--- config.mk ---
export PLATFORM = sky130hd
export DESIGN_NAME = wifi_module_serial_responder
export DESIGN_NICKNAME = d
export VERILOG_FILES = /design/src/rtl/wmsr_pkg.sv /design/src/rtl/wmsr_sequencer.sv /design/src/rtl/wifi_module_serial_responder.sv
export VERILOG_INCLUDE_DIRS = /design/src /design/src/rtl
export SDC_FILE = /design/constraint.sdc
export NUM_CORES = 1
export LEC_CHECK = 0
export ABC_AREA = 0
export BUFFER_PORTS_ARGS = -buffer_cell sky130_fd_sc_hd__buf_2
export CAP_MARGIN = 10
export CORE_MARGIN = 3
export CORE_UTILIZATION = 40
export DETAILED_ROUTE_END_ITERATION = 7
export GPL_TIMING_DRIVEN = 0
export SETUP_SLACK_MARGIN = 0.02
export SYNTH_ARGS = -nofsm -noshare
export SYNTH_HDL_FRONTEND = slang
export SYNTH_HIERARCHICAL = 1
export SYNTH_SLANG_ARGS = --single-unit
--- constraint.sdc ---
create_clock -name clock -period 5.43 [get_ports clock]
set_input_delay 0 -clock clock [delete_from_list [all_inputs] [get_ports clock]]
set_output_delay 0 -clock clock [all_outputs]
set_load 0.01 [all_outputs]
--- src/rtl/wifi_module_serial_responder_macros.svh ---
// Assertion macros for the serial responder RTL.
`ifndef WIFI_MODULE_SERIAL_RESPONDER_MACROS_SVH
`define WIFI_MODULE_SERIAL_RESPONDER_MACROS_SVH

`ifndef SYNTHESIS
`define WMSR_ASSERT(label, clk, rst, prop, msg) \
   label: assert property (@(posedge clk) disable iff (rst) prop) else $error(msg);
`define WMSR_ASSERT_NEVER(label, clk, rst, cond, msg) \
   label: assert property (@(posedge clk) disable iff (rst) !(cond)) else $error(msg);
`else
`define WMSR_ASSERT(label, clk, rst, prop, msg)
`define WMSR_ASSERT_NEVER(label, clk, rst, cond, msg)
`endif

`endif

--- src/rtl/wmsr_pkg.sv ---
// Types, protocol constants and the response microprogram of the serial responder.
package wmsr_pkg;

   typedef enum logic [1:0] {
      CMD_RX_BYTE = 2'd0,
      CMD_BUTTON  = 2'd1,
      CMD_TICK    = 2'd2
   } cmd_type;

   localparam logic [7:0] FRAME_HEAD0     = 8'h55;
   localparam logic [7:0] FRAME_HEAD1     = 8'hAA;
   localparam logic [7:0] FCMD_HEARTBEAT  = 8'h00;
   localparam logic [7:0] FCMD_PRODUCT    = 8'h01;
   localparam logic [7:0] FCMD_MODE       = 8'h02;
   localparam logic [7:0] FCMD_NET        = 8'h03;
   localparam logic [7:0] FCMD_DATA_POINT = 8'h06;
   localparam logic [7:0] DP_LEVEL        = 8'h65;
   localparam logic [7:0] DP_SWITCH       = 8'h66;
   localparam logic [7:0] NET_CONNECTED   = 8'h04;
   localparam logic [7:0] LEVEL_SUM_BASE  = 8'h7C;
   localparam logic [7:0] SWITCH_SUM_BASE = 8'h76;

   localparam logic [15:0] LONG_PRESS_RESET = 16'd3000;
   localparam logic [15:0] LAMP_LEVEL_RESET = 16'd10;

   localparam int UC_PC_W  = 7;
   localparam int UC_DEPTH = 128;

   localparam logic [UC_PC_W-1:0] UC_HB_FIRST    = 7'd0;
   localparam logic [UC_PC_W-1:0] UC_HB_LATER    = 7'd8;
   localparam logic [UC_PC_W-1:0] UC_PAIRING     = 7'd16;
   localparam logic [UC_PC_W-1:0] UC_PRODUCT     = 7'd24;
   localparam logic [UC_PC_W-1:0] UC_MODE        = 7'd73;
   localparam logic [UC_PC_W-1:0] UC_NET         = 7'd80;
   localparam logic [UC_PC_W-1:0] UC_REPORT      = 7'd87;
   localparam logic [UC_PC_W-1:0] UC_LEVEL_HI    = 7'd99;
   localparam logic [UC_PC_W-1:0] UC_LEVEL_LO    = 7'd100;
   localparam logic [UC_PC_W-1:0] UC_LEVEL_SUM   = 7'd101;
   localparam logic [UC_PC_W-1:0] UC_SWITCH      = 7'd112;
   localparam logic [UC_PC_W-1:0] UC_REPORT_END  = 7'd113;

   typedef enum logic [2:0] {
      SRC_CONST,
      SRC_LEVEL_HI,
      SRC_LEVEL_LO,
      SRC_LEVEL_SUM,
      SRC_SWITCH,
      SRC_SWITCH_SUM
   } ucode_src_type;

   typedef enum logic [1:0] {
      FLOW_NEXT,
      FLOW_STOP,
      FLOW_CHAIN
   } ucode_flow_type;

   typedef struct packed {
      ucode_src_type  src;
      ucode_flow_type flow;
      logic [7:0]     data;
   } ucode_word_type;

   typedef struct packed {
      logic               valid;
      logic [UC_PC_W-1:0] entry;
      logic               chain;
   } seq_start_type;

   typedef enum logic {
      SEQ_IDLE,
      SEQ_RUN
   } seq_state_type;

   localparam logic [7:0] UCODE_BYTES [0:UC_DEPTH-1] = '{
      8'h55, 8'hAA, 8'h03, 8'h00, 8'h00, 8'h01, 8'h00, 8'h03,
      8'h55, 8'hAA, 8'h03, 8'h00, 8'h00, 8'h01, 8'h01, 8'h04,
      8'h55, 8'hAA, 8'h03, 8'h05, 8'h00, 8'h01, 8'h01, 8'h09,
      8'h55, 8'hAA, 8'h03, 8'h01, 8'h00, 8'h2A, 8'h7B, 8'h22,
      8'h70, 8'h22, 8'h3A, 8'h22, 8'h78, 8'h68, 8'h6E, 8'h7A,
      8'h74, 8'h79, 8'h64, 8'h67, 8'h77, 8'h64, 8'h63, 8'h67,
      8'h6B, 8'h71, 8'h78, 8'h64, 8'h22, 8'h2C, 8'h22, 8'h76,
      8'h22, 8'h3A, 8'h22, 8'h31, 8'h2E, 8'h30, 8'h2E, 8'h30,
      8'h22, 8'h2C, 8'h22, 8'h6D, 8'h22, 8'h3A, 8'h30, 8'h7D,
      8'hCC,
      8'h55, 8'hAA, 8'h03, 8'h02, 8'h00, 8'h00, 8'h04,
      8'h55, 8'hAA, 8'h03, 8'h03, 8'h00, 8'h00, 8'h05,
      8'h55, 8'hAA, 8'h03, 8'h07, 8'h00, 8'h08, 8'h65, 8'h02,
      8'h00, 8'h04, 8'h00, 8'h00, 8'h00, 8'h00, 8'h00,
      8'h55, 8'hAA, 8'h03, 8'h07, 8'h00, 8'h05, 8'h66, 8'h01,
      8'h00, 8'h01, 8'h00, 8'h00,
      8'h00, 8'h00, 8'h00, 8'h00, 8'h00, 8'h00, 8'h00, 8'h00,
      8'h00, 8'h00, 8'h00, 8'h00, 8'h00, 8'h00
   };

   function automatic ucode_word_type ucode_fetch(input logic [UC_PC_W-1:0] pc);
      ucode_word_type w;
      w.data = UCODE_BYTES[pc];
      case (pc)
         UC_LEVEL_HI:   w.src = SRC_LEVEL_HI;
         UC_LEVEL_LO:   w.src = SRC_LEVEL_LO;
         UC_LEVEL_SUM:  w.src = SRC_LEVEL_SUM;
         UC_SWITCH:     w.src = SRC_SWITCH;
         UC_REPORT_END: w.src = SRC_SWITCH_SUM;
         default:       w.src = SRC_CONST;
      endcase
      case (pc) inside
         UC_HB_LATER - 7'd1, UC_PAIRING - 7'd1, UC_PRODUCT - 7'd1,
         UC_MODE - 7'd1, UC_NET - 7'd1, UC_REPORT - 7'd1:
            w.flow = FLOW_STOP;
         UC_REPORT_END:
            w.flow = FLOW_CHAIN;
         default:
            w.flow = FLOW_NEXT;
      endcase
      return w;
   endfunction

endpackage

--- src/rtl/wmsr_sequencer.sv ---
// Microcoded response sequencer with its output register.
module wmsr_sequencer
   import wmsr_pkg::*;
(
   input  logic          clock,
   input  logic          reset,
   input  seq_start_type start,
   input  logic          lamp_on,
   input  logic [15:0]   lamp_level,
   output logic          busy,
   output logic          rsp_valid,
   input  logic          rsp_stall,
   output logic [7:0]    rsp_tx_byte,
   output logic          rsp_last,
   output logic          rsp_led_on,
   output logic [15:0]   rsp_brightness
);

   seq_state_type      state_ff, state_in;
   logic [UC_PC_W-1:0] pc_ff, pc_in;
   logic               chain_ff, chain_in;
   logic               out_valid_ff, out_valid_in;
   logic [7:0]         out_byte_ff, out_byte_in;
   logic               out_last_ff, out_last_in;
   logic               out_led_ff, out_led_in;
   logic [15:0]        out_level_ff, out_level_in;

   ucode_word_type     cw;
   logic               step;
   logic [7:0]         step_byte;
   logic [7:0]         sw_byte;

   always_ff @(posedge clock) begin
      if (reset) begin
         state_ff     <= SEQ_IDLE;
         out_valid_ff <= 1'b0;
         chain_ff     <= 1'b0;
      end else begin
         state_ff     <= state_in;
         out_valid_ff <= out_valid_in;
         chain_ff     <= chain_in;
      end
      pc_ff        <= pc_in;
      out_byte_ff  <= out_byte_in;
      out_last_ff  <= out_last_in;
      out_led_ff   <= out_led_in;
      out_level_ff <= out_level_in;
   end

   assign cw      = ucode_fetch(pc_ff);
   assign step    = (state_ff == SEQ_RUN) && (!out_valid_ff || !rsp_stall);
   assign sw_byte = {7'd0, lamp_on};

   always_comb begin
      case (cw.src)
         SRC_CONST:      step_byte = cw.data;
         SRC_LEVEL_HI:   step_byte = lamp_level[15:8];
         SRC_LEVEL_LO:   step_byte = lamp_level[7:0];
         SRC_LEVEL_SUM:  step_byte = LEVEL_SUM_BASE + lamp_level[15:8] + lamp_level[7:0];
         SRC_SWITCH:     step_byte = sw_byte;
         SRC_SWITCH_SUM: step_byte = SWITCH_SUM_BASE + sw_byte;
         default:        step_byte = cw.data;
      endcase
   end

   always_comb begin
      state_in     = state_ff;
      pc_in        = pc_ff;
      chain_in     = chain_ff;
      out_valid_in = out_valid_ff;
      out_byte_in  = out_byte_ff;
      out_last_in  = out_last_ff;
      out_led_in   = out_led_ff;
      out_level_in = out_level_ff;
      case (state_ff)
         SEQ_IDLE: begin
            if (out_valid_ff && !rsp_stall) begin
               out_valid_in = 1'b0;
            end
            if (start.valid) begin
               state_in = SEQ_RUN;
               pc_in    = start.entry;
               chain_in = start.chain;
            end
         end
         SEQ_RUN: begin
            if (step) begin
               out_valid_in = 1'b1;
               out_byte_in  = step_byte;
               out_led_in   = lamp_on;
               out_level_in = lamp_level;
               out_last_in  = (cw.flow == FLOW_STOP) || ((cw.flow == FLOW_CHAIN) && !chain_ff);
               case (cw.flow)
                  FLOW_STOP: state_in = SEQ_IDLE;
                  FLOW_CHAIN: begin
                     if (chain_ff) begin
                        pc_in    = UC_PAIRING;
                        chain_in = 1'b0;
                     end else begin
                        state_in = SEQ_IDLE;
                     end
                  end
                  default: pc_in = pc_ff + 7'd1;
               endcase
            end
         end
         default: state_in = SEQ_IDLE;
      endcase
   end

   assign busy           = (state_ff == SEQ_RUN);
   assign rsp_valid      = out_valid_ff;
   assign rsp_tx_byte    = out_byte_ff;
   assign rsp_last       = out_last_ff;
   assign rsp_led_on     = out_led_ff;
   assign rsp_brightness = out_level_ff;

endmodule

--- src/rtl/wifi_module_serial_responder.sv ---
// Top level of the serial responder: frame gathering, lamp state and dispatch.
//
// Use: the request channel carries one event per transaction: a received serial
// byte, a button toggle or a one millisecond tick with the button level. The
// response channel carries the bytes to transmit, one per transaction, with
// the lamp switch and brightness alongside and a last flag on the final byte
// that an event causes. The csr port writes the long-press tick count.
// An event that causes no bytes causes no stall. An event that causes N bytes
// (up to 49) starts the microcode sequencer, which enters its run state and
// steps the first byte into the output register; one byte follows per cycle
// while the receiver does not stall. The request channel is stalled while the
// sequencer runs; the next event can be taken once the last byte is registered.
// The rate is set by the sequencer's step condition, one byte per step.
// Reset is synchronous and takes effect at once with no clearing pass: the
// frame is emptied, the lamp is off at brightness ten and the long-press
// count returns to 3000. When the receiver stalls, the output register holds
// its byte and the sequencer waits.
module wifi_module_serial_responder
   import wmsr_pkg::*;
#(
   parameter int FRAME_DEPTH = 16
)
(
   input  logic        clock,
   input  logic        reset,
   input  logic        csr_we,
   input  logic [15:0] csr_wdata,
   input  logic        req_valid,
   output logic        req_stall,
   input  logic [1:0]  req_command,
   input  logic [7:0]  req_rx_byte,
   input  logic        req_button_released,
   output logic        rsp_valid,
   input  logic        rsp_stall,
   output logic [7:0]  rsp_tx_byte,
   output logic        rsp_last,
   output logic        rsp_led_on,
   output logic [15:0] rsp_brightness
);

`include "wifi_module_serial_responder_macros.svh"

   localparam int LEN_W = $clog2(FRAME_DEPTH + 1);
   localparam logic [LEN_W-1:0] DEPTH_L = LEN_W'(FRAME_DEPTH);

   logic [LEN_W-1:0] frame_length_ff, frame_length_in;
   logic [7:0]       tap1_ff, tap1_in;
   logic [7:0]       tap3_ff, tap3_in;
   logic [7:0]       tap6_ff, tap6_in;
   logic [7:0]       tap10_ff, tap10_in;
   logic [7:0]       tap12_ff, tap12_in;
   logic [7:0]       tap13_ff, tap13_in;
   logic             heartbeat_seen_ff, heartbeat_seen_in;
   logic             lamp_on_ff, lamp_on_in;
   logic [15:0]      lamp_level_ff, lamp_level_in;
   logic [16:0]      press_count_ff, press_count_in;
   logic             report_due_ff, report_due_in;
   logic [15:0]      long_press_ticks_ff;

   logic             accept;
   logic             head_ok;
   logic [LEN_W-1:0] len_next;
   logic [7:0]       t1, t3, t6, t10, t12, t13;
   logic             done;
   logic [16:0]      press_limit;
   logic             pair;
   logic             busy;
   seq_start_type    start;

   always_ff @(posedge clock) begin
      if (reset) begin
         frame_length_ff     <= '0;
         tap1_ff             <= '0;
         tap3_ff             <= '0;
         tap6_ff             <= '0;
         tap10_ff            <= '0;
         tap12_ff            <= '0;
         tap13_ff            <= '0;
         heartbeat_seen_ff   <= 1'b0;
         lamp_on_ff          <= 1'b0;
         lamp_level_ff       <= LAMP_LEVEL_RESET;
         press_count_ff      <= '0;
         report_due_ff       <= 1'b0;
         long_press_ticks_ff <= LONG_PRESS_RESET;
      end else begin
         frame_length_ff   <= frame_length_in;
         tap1_ff           <= tap1_in;
         tap3_ff           <= tap3_in;
         tap6_ff           <= tap6_in;
         tap10_ff          <= tap10_in;
         tap12_ff          <= tap12_in;
         tap13_ff          <= tap13_in;
         heartbeat_seen_ff <= heartbeat_seen_in;
         lamp_on_ff        <= lamp_on_in;
         lamp_level_ff     <= lamp_level_in;
         press_count_ff    <= press_count_in;
         report_due_ff     <= report_due_in;
         if (csr_we) begin
            long_press_ticks_ff <= csr_wdata;
         end
      end
   end

   assign accept   = req_valid && !req_stall;
   assign head_ok  = (frame_length_ff != '0) || (req_rx_byte == FRAME_HEAD0);
   assign len_next = frame_length_ff + LEN_W'(1);

   assign t1  = (frame_length_ff == LEN_W'(1))  ? req_rx_byte : tap1_ff;
   assign t3  = (frame_length_ff == LEN_W'(3))  ? req_rx_byte : tap3_ff;
   assign t6  = (frame_length_ff == LEN_W'(6))  ? req_rx_byte : tap6_ff;
   assign t10 = (frame_length_ff == LEN_W'(10)) ? req_rx_byte : tap10_ff;
   assign t12 = (frame_length_ff == LEN_W'(12)) ? req_rx_byte : tap12_ff;
   assign t13 = (frame_length_ff == LEN_W'(13)) ? req_rx_byte : tap13_ff;

   always_comb begin
      if (t3 != FCMD_DATA_POINT) begin
         done = len_next >= LEN_W'(7);
      end else begin
         done = ((t6 == DP_LEVEL) && (len_next >= LEN_W'(15)))
             || ((t6 == DP_SWITCH) && (len_next >= LEN_W'(12)));
      end
   end

   assign press_limit = {1'b0, long_press_ticks_ff};

   always_comb begin
      frame_length_in   = frame_length_ff;
      tap1_in           = tap1_ff;
      tap3_in           = tap3_ff;
      tap6_in           = tap6_ff;
      tap10_in          = tap10_ff;
      tap12_in          = tap12_ff;
      tap13_in          = tap13_ff;
      heartbeat_seen_in = heartbeat_seen_ff;
      lamp_on_in        = lamp_on_ff;
      lamp_level_in     = lamp_level_ff;
      press_count_in    = press_count_ff;
      report_due_in     = report_due_ff;
      pair              = 1'b0;
      start             = '0;
      if (accept) begin
         case (req_command)
            CMD_RX_BYTE: begin
               if (head_ok) begin
                  frame_length_in = len_next;
                  tap1_in         = t1;
                  tap3_in         = t3;
                  tap6_in         = t6;
                  tap10_in        = t10;
                  tap12_in        = t12;
                  tap13_in        = t13;
                  if (done && (t1 == FRAME_HEAD1)) begin
                     case (t3)
                        FCMD_HEARTBEAT: begin
                           start.valid       = 1'b1;
                           start.entry       = heartbeat_seen_ff ? UC_HB_LATER : UC_HB_FIRST;
                           heartbeat_seen_in = 1'b1;
                        end
                        FCMD_PRODUCT: begin
                           start.valid = 1'b1;
                           start.entry = UC_PRODUCT;
                        end
                        FCMD_MODE: begin
                           start.valid = 1'b1;
                           start.entry = UC_MODE;
                        end
                        FCMD_NET: begin
                           start.valid = 1'b1;
                           start.entry = UC_NET;
                           if (t6 == NET_CONNECTED) begin
                              report_due_in = 1'b1;
                           end
                        end
                        FCMD_DATA_POINT: begin
                           if (t6 == DP_SWITCH) begin
                              lamp_on_in    = (t10 != 8'h00);
                              report_due_in = 1'b1;
                           end else if (t6 == DP_LEVEL) begin
                              lamp_level_in = {t12, t13};
                              report_due_in = 1'b1;
                           end
                        end
                        default: ;
                     endcase
                  end
                  if (done || (len_next >= DEPTH_L)) begin
                     frame_length_in = '0;
                     tap1_in         = '0;
                     tap3_in         = '0;
                     tap6_in         = '0;
                     tap10_in        = '0;
                     tap12_in        = '0;
                     tap13_in        = '0;
                  end
               end
            end
            CMD_BUTTON: begin
               lamp_on_in    = !lamp_on_ff;
               report_due_in = 1'b1;
            end
            CMD_TICK: begin
               if (req_button_released) begin
                  press_count_in = '0;
               end else if (press_count_ff < press_limit) begin
                  press_count_in = press_count_ff + 17'd1;
               end else if (press_count_ff == press_limit) begin
                  press_count_in = press_count_ff + 17'd1;
                  pair           = 1'b1;
               end
               if (report_due_ff) begin
                  report_due_in = 1'b0;
                  start.valid   = 1'b1;
                  start.entry   = UC_REPORT;
                  start.chain   = pair;
               end else if (pair) begin
                  start.valid = 1'b1;
                  start.entry = UC_PAIRING;
               end
            end
            default: ;
         endcase
      end
   end

   wmsr_sequencer u_sequencer (
      .clock          (clock),
      .reset          (reset),
      .start          (start),
      .lamp_on        (lamp_on_ff),
      .lamp_level     (lamp_level_ff),
      .busy           (busy),
      .rsp_valid      (rsp_valid),
      .rsp_stall      (rsp_stall),
      .rsp_tx_byte    (rsp_tx_byte),
      .rsp_last       (rsp_last),
      .rsp_led_on     (rsp_led_on),
      .rsp_brightness (rsp_brightness)
   );

   assign req_stall = busy;

   `WMSR_ASSERT_NEVER(a_frame_within_store, clock, reset, frame_length_ff >= DEPTH_L, "frame length reached the store depth")
   `WMSR_ASSERT(a_response_continues, clock, reset, (rsp_valid && !rsp_stall && !rsp_last) |=> rsp_valid, "response broke off before its last byte")
   `WMSR_ASSERT(a_no_accept_mid_response, clock, reset, (req_valid && !req_stall) |-> !(rsp_valid && !rsp_last), "request taken while a response was still running")

endmodule

==> impl_metrics.env, run 1 <==
export IMPL_drt_initial_drc_count=877
export IMPL_diodes=0
export IMPL_multi_input_area_um2=5170
export IMPL_min_from="req_rx_byte[6]"
export IMPL_worst_slew_pin_slew_ps=1270
export IMPL_whs_path_depth=3
export IMPL_setup_ws_ps=1100
export IMPL_die_h_um=155
export IMPL_grt_total_usage_pct=21.4
export IMPL_p_clk_share_pct=50.3
export IMPL_grt_pass1_wl_um=41900
export IMPL_rows=53
export IMPL_dp_cells=1347
export IMPL_highest_layer="met4"
export IMPL_synth_flop_cell="dfxtp_1"
export IMPL_cts_resized=0
export IMPL_clockBufferDepth=2
export IMPL_grt_pass1_vias=7668
export IMPL_portBuffers=55
export IMPL_setup_tns_ps=0
export IMPL_yosysWarnings=6
export IMPL_power_density_nw_per_um2=240
export IMPL_core_area_um2=21500
export IMPL_die_x_um=155
export IMPL_status="finished, final reports clean"
export IMPL_swShare_pct=23.8
export IMPL_hold_end="tap3_ff[6]"
export IMPL_irDropWorstVdd_mv=0.243
export IMPL_critPathCaptureType="register"
export IMPL_slowest_delay_ps=650
export IMPL_crit_type="reg -> reg"
export IMPL_vias=8191
export IMPL_fin_crit_ps=4330
export IMPL_p_int_uw=1900
export IMPL_finalCritPeriodShare_pct=79.8
export IMPL_async_flop_share_pct=0
export IMPL_place_hpwl_um=18800
export IMPL_reg2reg_setup_slack_ps=1100
export IMPL_start_kind="register"
export IMPL_dieArea_um2=24100
export IMPL_dp_slack_ps=1370
export IMPL_drc=0
export IMPL_initial_utilization_pct=41.5
export IMPL_hp_class="in -> reg"
export IMPL_syn_inst=1017
export IMPL_grt_max_degree=28
export IMPL_vias_per_cell=5.83
export IMPL_wirelength_um=25900
export IMPL_cts_tree="built"
export IMPL_antenna_found_initial=0
export IMPL_synth_seq_cells=141
export IMPL_ys_types=90
export IMPL_critical_path_arrival_ps=4630
export IMPL_clock_latency_ps=430
export IMPL_finalSetupViolations=0
export IMPL_grt_setup_unrepaired="false"
export IMPL_total_leakage_power_uw=0.00400
export IMPL_routabilityCongestion=0.943
export IMPL_slew_headroom_pct=13.9
export IMPL_reg2reg_depth=15
export IMPL_cts_root_buffer="clkbuf_16"
export IMPL_syn_to_final_growth_pct=16.8
export IMPL_pin_count=60
export IMPL_cp_cell_sequence="clkbuf_1 -> inv_1 -> ha_1 -> nor4bb_1 -> buf_2 -> nor4b_1 -> nor4_2 -> nor4_4 -> buf_4 -> o21ai_2 -> a21oi_1 -> nand2b_1 -> o211ai_1 -> a21oi_1 -> dlygate4sd3_1"
export IMPL_layout_commonest_cell="nor2_1"
export IMPL_final_cell_mix="115 x nor2_1, 108 x dfxtp_1, 81 x buf_2"
export IMPL_rr_startpoint="frame_length_ff[0]"
export IMPL_p_switching_uw=594
export IMPL_pwr_share_comb_pct=5.9
export IMPL_crit_top_cell="a21oi_1"
export IMPL_cts_sinks=141
export IMPL_met1_length_um=12300
export IMPL_cts_buffers=17
export IMPL_ant_nets=0
export IMPL_clk_pin_slew_ps=60
export IMPL_seq_area_um2=3150
export IMPL_fin_cells=1404
export IMPL_synth_avg_cell_area_um2=8.76
export IMPL_cts_max_level=4
export IMPL_slowest_stage="nor4b_1"
export IMPL_fmax_ghz=0.231
export IMPL_drive_above_1_share_pct=15.7
export IMPL_synth_edf_count=33
export IMPL_hold_violations=0
export IMPL_crit_path_max_fanout=10
export IMPL_drt_wirelength_per_cell_um=18.5
export IMPL_synth_seq_area_share_pct=35.4
export IMPL_r2r_end="u_sequencer/chain_ff"
export IMPL_cap_violations=0
export IMPL_wl_met2_um=11400
export IMPL_p_seq_share_pct=43.8
export IMPL_overflow=0
export IMPL_finalClockSkew_ps=14.5
export IMPL_fin_nets=1191
export IMPL_syn_num_nets=1092
export IMPL_first_pass_iters=5
export IMPL_final_core_util_pct=48.5
export IMPL_wl_met3_um=1680
export IMPL_n_fill_cell=2127
export IMPL_maxSlewViolCount=0
export IMPL_cp_required_ps=5730
export IMPL_syn_cell_area_um2=8910
timing repair:
action,4_1_cts,5_1_grt
endpoints found under the hold margin,33,0
buffers inserted,0,0
hold buffers,25,0
kinds of logic after synthesis:
group,share of synthesized area [%]
muxes,5.98
and+or+nand+nor,21.8
AOI/OAI and AO/OA,21.4
other,0.0421
adders and majority gates,6.12
xor gates and xnor gates,2.56
DFF,35.4
buffers and inverters,6.64
Yosys cell counts, types with 12 or more instances:
cell	count	area (µm²)
clkbuf_1	33	124
ha_1	42	526
mux2_2	18	203
o2bb2ai_1	25	219
nor2b_1	14	87.6
a211oi_1	13	97.6
edfxtp_1	33	991
o21ai_0	23	115
nor3_1	18	90.1
xnor2_1	23	201
nand3_1	34	170
inv_1	55	206
nand2b_1	16	100
a21oi_1	43	215
a31oi_1	15	93.8
o31ai_1	12	90.1
buf_2	26	130
nor4_1	12	75.1
a32oi_1	19	166
dfxtp_1	108	2160
nand2_1	76	285
nor2_1	115	432
mux2i_1	33	330
o211ai_1	15	113
registers in the layout, indices dropped and copies added (netlist names), 5 cells and up:
name	flops
tap13_ff	8
tap10_ff	8
u_sequencer/rsp_tx_byte	8
tap1_ff	8
long_press_ticks_ff	16
press_count_ff	17
tap3_ff	8
lamp_level_ff	16
frame_length_ff	5
tap6_ff	8
u_sequencer/rsp_brightness	16
tap12_ff	8
u_sequencer/pc_ff	7
routing by layer:
metal  vias up  global-route usage [%]
li1       3993                       -
met5         -                       0
met4         0                    5.96
met2       303                    32.8
met3        41                    3.89
met1      3854                    31.0
layout make-up:
class                   count  share of cell area (%)
flip-flops and latches    141                    30.3
inverters                  57                    2.05
clock inverters            14                    1.74
repair buffers             80                    5.05
plain buffers              74                    3.63
well taps                 275                    3.30
multi-input cells         745                    49.6
clock buffers              18                    4.33
metrics by stage:
| stage | hold slack, ps | instance area (µm²) | power (µW) |
|---|---|---|---|
| 6_report | 147 | 10400 | 2500 |
| 5_1_grt | 166 | 10400 | 2580 |
| 4_1_cts | 124 | 10400 | 2510 |
| 3_5_place_dp | 215 | 9530 | 1250 |
| 3_3_place_gp | 210 | 9530 | 1250 |
| 2_1_floorplan | 69.1 | 8910 | 1200 |
power by group through the flow:
stage               Combinational (µW)  Clock [µW]  Sequential (µW)
CTS                                147        1270             1090
floorplan                         87.1           0             1110
global placement                   131           0             1120
global route                       164        1320             1090
finish                             148        1260             1090
detailed placement                 132           0             1120
worst max path at each step:
| stage | startpoint | to | slack [ps] |
|---|---|---|---|
| 6_report | frame_length_ff[0] | u_sequencer/chain_ff | 1100 |
| 5_1_grt | frame_length_ff[0] | u_sequencer/chain_ff | 880 |
| 4_1_cts | frame_length_ff[0] | u_sequencer/chain_ff | 1210 |
| 3_5_place_dp | frame_length_ff[0] | u_sequencer/pc_ff[6] | 1370 |
| 3_3_place_gp | frame_length_ff[0] | u_sequencer/pc_ff[3] | 1390 |
| 2_1_floorplan | frame_length_ff[0] | u_sequencer/pc_ff[0] | 2090 |
critical path: cells and delay by family (launching register included):
kind | cells | cell delay [ps]
compound gates | 4 | 570
fa+ha+maj | 1 | 330
buf+inv | 5 | 1460
flops | 1 | 360
simple gates | 5 | 1490
Power figures use the tool's default switching activity.
==> inputs of run 2 (changes only) <==
- ABC_AREA: 0 -> 1
- clock period: 5.43 -> 3.7 ns (I/O delays scaled with it)
==> run 2 against run 1 <==
Final cell count up 29%. Clock power up 48%. Area after synthesis increased by 3.8%. Global-route usage is 0.13 points higher. Clock-buffer cell count decreased by 1. Combinational power increased by 54%. Power rose by 47%. Non-clock buffer count down 19. Critical path type unchanged. Core utilization down 0.99 points.
==> impl_metrics.env, run 2 <==
export IMPL_status="finished, final reports clean"
export IMPL_synth_top_cell_by_area="dfxtp_1"
export IMPL_critPathCaptureType="register"
export IMPL_setup_ws_ps=522
export IMPL_grt_setup_unrepaired="false"
export IMPL_fin_crit_ps=3180
export IMPL_post_cts_buffers=0
export IMPL_initial_utilization_pct=40.7
export IMPL_total_leakage_power_uw=0.00496
export IMPL_pin_count=60
export IMPL_cts_resized=0
export IMPL_wirelength_um=26400
export IMPL_grt_pass1_vias=8436
export IMPL_die_x_um=158
export IMPL_worst_slew_pin_slew_ps=1030
export IMPL_overflow=0
export IMPL_cp_required_ps=3740
export IMPL_synth_seq_area_share_pct=34.1
export IMPL_dp_slack_ps=556
export IMPL_dp_cells=1751
export IMPL_grt_max_degree=28
export IMPL_maxSlewViolCount=0
export IMPL_clockBufferDepth=2
export IMPL_final_cell_mix="442 x nand2_1, 165 x inv_1, 134 x nor2_1"
export IMPL_first_pass_iters=5
export IMPL_clock_latency_ps=430
export IMPL_syn_inst=1407
export IMPL_synth_edf_count=33
export IMPL_syn_to_final_growth_pct=16.6
export IMPL_antenna_found_initial=1
export IMPL_synthTopCellsByArea="dfxtp_1 23%, nand2_1 18%, edfxtp_1 11%"
export IMPL_cts_max_level=4
export IMPL_n_fill_cell=2376
export IMPL_cts_sinks=141
export IMPL_place_hpwl_um=20100
export IMPL_cts_buffers=17
export IMPL_hold_violations=0
export IMPL_cts_tree="built"
export IMPL_vias_per_cell=5.07
export IMPL_start_kind="register"
export IMPL_routabilityCongestion=0.921
export IMPL_die_h_um=158
export IMPL_syn_num_nets=1482
export IMPL_hold_slack_ps=16.6
export IMPL_grt_total_usage_pct=21.5
export IMPL_crit_type="reg -> reg"
export IMPL_syn_cell_area_um2=9250
export IMPL_yosysWarnings=6
export IMPL_cts_root_buffer="clkbuf_16"
export IMPL_hp_class="in -> reg"
export IMPL_total_power_uw=3680
export IMPL_irDropWorstVdd_mv=0.269
export IMPL_clk_pin_slew_ps=60
export IMPL_drt_wirelength_per_cell_um=14.6
export IMPL_cap_violations=0
export IMPL_finalClockSkew_ps=14.5
export IMPL_setup_tns_ps=0
export IMPL_finalSetupViolations=0
export IMPL_top_register="press_count_ff"
export IMPL_diodes=0
export IMPL_fin_nets=1585
export IMPL_vias=9175
export IMPL_crit_path_max_fanout=10
export IMPL_power_density_nw_per_um2=341
export IMPL_drt_initial_drc_count=691
export IMPL_synth_most_common_cell="nand2_1"
export IMPL_drc=0
export IMPL_fmax_ghz=0.315
export IMPL_ys_types=43
export IMPL_synth_flop_cell="dfxtp_1"
export IMPL_grt_pass1_wl_um=43000
export IMPL_slew_headroom_pct=31.4
export IMPL_drive_above_1_share_pct=10.8
export IMPL_largest_reg_flops=17
export IMPL_fin_cells=1808
export IMPL_layout_commonest_cell="nand2_1"
export IMPL_ant_nets=0
export IMPL_finalCritPeriodShare_pct=85.9
export IMPL_core_area_um2=22700
export IMPL_critical_path_arrival_ps=3220
export IMPL_synth_avg_cell_area_um2=6.57
export IMPL_synth_top_area_share_pct=23.4
export IMPL_rows=55
export IMPL_async_flop_share_pct=0
export IMPL_synth_seq_cells=141
export IMPL_synthTopCellsByCount="442 x nand2_1, 165 x inv_1, 134 x nor2_1"
export IMPL_dieArea_um2=25000
export IMPL_portBuffers=59
## run 2: changes by cell type in the layout (fill, tap and decap cells not counted), sizes merged, moves of 57 or more
cell   previous run  this run
nand3            34        91
a21oi            44       114
inv              61       184
o21ai            26        97
nand2            78       454
## run 2: logic make-up after synthesis
| family | Yosys count | share of synthesized area [%] |
|---|---|---|
| compound gates | 221 | 12.3 |
| fa+ha+maj | 43 | 5.90 |
| flops | 141 | 34.1 |
| other cells | 1 | 0.0405 |
| xor+xnor | 15 | 1.42 |
| buf+inv | 231 | 10.7 |
| simple gates | 755 | 35.6 |
## run 2: path summary, 6_finish.rpt
path | endpoint | slack (ps) | from | depth (start not counted)
setup / recovery | u_sequencer/pc_ff[3] | 520 | frame_length_ff[0] | 19
hold / removal | report_due_ff | 20 | req_command[0] | 4
setup reg to reg | u_sequencer/pc_ff[3] | 520 | frame_length_ff[0] | 19
hold reg to reg | heartbeat_seen_ff | 460 | heartbeat_seen_ff | 2
## run 2: worst max-delay path, stage by stage, from the launching register on
cell	delay, ps
dfxtp_1	440
inv_1	130
ha_1	260
nand2_1	80
inv_1	50
nand2_2	160
nand2_1	70
nand2_1	80
nand2_1	90
nor2_1	260
nand3_1	130
nand3_2	90
nand2_2	60
inv_4	90
nand3_1	120
nand2_1	90
nand2_1	60
inv_1	80
nand2_1	70
o21ai_0	370
## run 2: per-stage QoR
step	util (%)	area, µm²
2_1_floorplan	-	9250
3_3_place_gp	43.6	9900
3_5_place_dp	43.6	9900
4_1_cts	47.5	10800
5_1_grt	47.5	10800
6_report	47.5	10800
## run 2: routing by layer
| layer | up-vias | wire, µm | GRT usage [%] |
|---|---|---|---|
| li1 | 4734 | - | - |
| met1 | 4119 | 12200 | 28.9 |
| met2 | 280 | 12300 | 36.3 |
| met3 | 40 | 1460 | 3.34 |
| met4 | 2 | 434 | 5.74 |
| met5 | - | 13 | 0 |
## run 2: area by class of cell
type	count	area, µm²	share of cell area [%]
multi-input cells	1035	5110	47.4
flip-flops and latches	141	3150	29.2
inverters	180	681	6.31
repair buffers	84	546	5.06
clock buffers	17	425	3.95
well taps	285	357	3.31
plain buffers	51	309	2.87
clock inverters	15	206	1.91
## run 2: power by group
part / internal, µW / total, µW / switching, µW / leakage, µW
clock network: 1140 / 1860 / 715 / 0.000313
logic: 77.4 / 228 / 151 / 0.00344
registers: 1590 / 1600 / 6.77 / 0.00120
total: 2810 / 3680 / 873 / 0.00496
## run 2: timing repair
action / CTS / global route
endpoints found under the setup margin: 0 / 0
hold buffers: 25 / 0
hold endpoints to repair: 21 / 0
==> inputs of run 3 (changes only) <==
- PLACE_DENSITY: not set -> 0.65
==> run 3 against run 2 <==
Cell area is essentially flat. Clock-buffer cell count rose by 6. Combinational power about the same. Power grew 0.14%. Final cell count about the same. Hold slack worse by 3.0 ps. First-iteration DRC count up 12%. Register-to-register slack got worse by 70 ps. Largest power group unchanged. Die area stayed put. Core utilization hardly changed. Non-clock buffer count decreased by 1. Routed wire length shrank 1.8%.
==> impl_metrics.env, run 3 (same netlist as run 2, synthesis figures left out) <==
export IMPL_grt_max_degree=28
export IMPL_rows=55
export IMPL_cp_top_family="compound AO/OA/AOI/OAI gates"
export IMPL_crit_path_max_fanout=10
export IMPL_grt_setup_unrepaired="false"
export IMPL_power_density_nw_per_um2=342
export IMPL_clockBufferDepth=2
export IMPL_place_hpwl_um=19600
export IMPL_reg2reg_setup_slack_ps=450
export IMPL_slew_headroom_pct=30.7
export IMPL_irDropWorstVdd_mv=0.301
export IMPL_pin_count=60
export IMPL_cts_tree="built"
export IMPL_syn_to_final_growth_pct=16.6
export IMPL_die_h_um=158
export IMPL_vias_per_cell=5.10
export IMPL_stdcell_area_um2=10800
export IMPL_initial_utilization_pct=40.7
export IMPL_start_kind="register"
export IMPL_p_int_uw=2840
export IMPL_layout_commonest_cell="nand2_1"
export IMPL_placed_area_um2=9900
export IMPL_min_from="req_command[1]"
export IMPL_cap_violations=0
export IMPL_cp_required_ps=3740
export IMPL_whs_path_depth=5
export IMPL_first_pass_iters=6
export IMPL_portBuffers=59
export IMPL_diodes=0
export IMPL_fin_crit_ps=3250
export IMPL_die_x_um=158
export IMPL_status="finished, final reports clean"
export IMPL_critPathCaptureType="register"
export IMPL_p_switching_uw=848
export IMPL_hp_class="in -> reg"
export IMPL_wirelength_um=25900
export IMPL_total_leakage_power_uw=0.00496
export IMPL_vias=9207
export IMPL_finalCritPeriodShare_pct=87.8
export IMPL_grt_total_usage_pct=21.2
export IMPL_clock_latency_ps=430
export IMPL_cts_root_buffer="clkbuf_16"
export IMPL_setup_ws_ps=453
export IMPL_final_core_util_pct=47.5
export IMPL_hold_end="lamp_on_ff"
export IMPL_cp_cell_sequence="buf_2 -> inv_1 -> ha_1 -> inv_1 -> nor2_1 -> nand2_1 -> o21ai_0 -> nand2_1 -> nand3_2 -> o21ai_0"
export IMPL_slowest_delay_ps=800
export IMPL_reg2reg_depth=10
export IMPL_dieArea_um2=25000
export IMPL_top_register="press_count_ff"
export IMPL_cts_max_level=4
export IMPL_finalSetupViolations=0
export IMPL_overflow=0
export IMPL_hold_violations=0
export IMPL_core_area_um2=22700
export IMPL_slowest_stage="o21ai_0"
export IMPL_drive_above_1_share_pct=10.8
export IMPL_swShare_pct=23.0
export IMPL_cts_sinks=141
export IMPL_crit_type="reg -> reg"
export IMPL_r2r_end="u_sequencer/pc_ff[0]"
export IMPL_p_clk_share_pct=50.5
export IMPL_grt_pass1_vias=8619
export IMPL_dp_slack_ps=537
export IMPL_grt_pass1_wl_um=42600
export IMPL_critical_path_arrival_ps=3290
export IMPL_drt_wirelength_per_cell_um=14.3
export IMPL_rr_startpoint="u_sequencer/pc_ff[0]"
export IMPL_n_fill_cell=2307
export IMPL_drc=0
export IMPL_maxSlewViolCount=0
export IMPL_worst_slew_pin_slew_ps=1040
export IMPL_routabilityCongestion=0.974
export IMPL_largest_reg_flops=17
export IMPL_post_cts_buffers=0
export IMPL_fmax_ghz=0.308
export IMPL_pwr_share_comb_pct=6.2
export IMPL_worst_path_buf_inv=3
export IMPL_ant_nets=0
export IMPL_p_seq_share_pct=43.3
export IMPL_final_cell_mix="442 x nand2_1, 165 x inv_1, 134 x nor2_1"
export IMPL_fin_nets=1584
export IMPL_setup_tns_ps=0
export IMPL_clk_pin_slew_ps=60
export IMPL_antenna_found_initial=0
export IMPL_drt_initial_drc_count=774
export IMPL_cts_buffers=17
export IMPL_finalClockSkew_ps=16.0
==> run 3: worst max-delay path by stage <==
| stage | from | endpoint | slack (ps) | cells after the start |
|---|---|---|---|---|
| after floorplan | frame_length_ff[0] | u_sequencer/pc_ff[0] | 1030 | 20 |
| after global placement | u_sequencer/pc_ff[0] | u_sequencer/pc_ff[6] | 530 | 10 |
| after detailed placement | u_sequencer/pc_ff[0] | u_sequencer/pc_ff[5] | 540 | 10 |
| after CTS | frame_length_ff[0] | u_sequencer/pc_ff[0] | 540 | 19 |
| after global routing | frame_length_ff[1] | u_sequencer/pc_ff[6] | 230 | 20 |
| final | u_sequencer/pc_ff[0] | u_sequencer/pc_ff[0] | 450 | 10 |
==> run 3: power groups by stage <==
stage	Clock, µW	Sequential, µW	Combinational (µW)
6_report	1860	1600	229
5_1_grt	1970	1600	254
4_1_cts	1900	1600	226
3_5_place_dp	0	1630	205
3_3_place_gp	0	1630	204
2_1_floorplan	0	1630	122
==> run 3: what timing repair did <==
action | 4_1_cts | 5_1_grt
endpoints found under the hold margin | 20 | 0
hold buffers | 24 | 0
gates resized for setup | 0 | 0
==> run 3: cell type report <==
cell class / instances / area (µm²) / area share [%]
clock buffers: 23 / 500 / 4.64
well taps: 285 / 357 / 3.31
plain buffers: 51 / 309 / 2.87
flip-flops and latches: 141 / 3150 / 29.2
inverters: 180 / 681 / 6.31
clock inverters: 9 / 145 / 1.35
multi-input cells: 1035 / 5110 / 47.3
repair buffers: 83 / 536 / 4.96
==> run 3: routing by layer <==
metal	vias to the layer above	part of all wire, %	GRT usage, %
met2	287	45	34.9
met5	-	0	0
met1	4153	46	28.2
li1	4718	-	-
met4	0	2.3	7.05
met3	49	6.0	3.83
==> run 3: per-stage QoR <==
stage          instances  power, µW  hold WS, ps
5_1_grt             1807       3820         40.7
3_5_place_dp        1751       1830          221
3_3_place_gp        1751       1830          215
6_report            1807       3690         13.5
2_1_floorplan       1407       1750         69.1
4_1_cts             1807       3720        0.771
==> run 3: tightest hold or removal path: cells and delay by family <==
family / cells / cell delay (ps)
AO/OA/AOI/OAI: 1 / 70
AND/OR/NAND/NOR: 3 / 190
buffers and inverters: 1 / 130
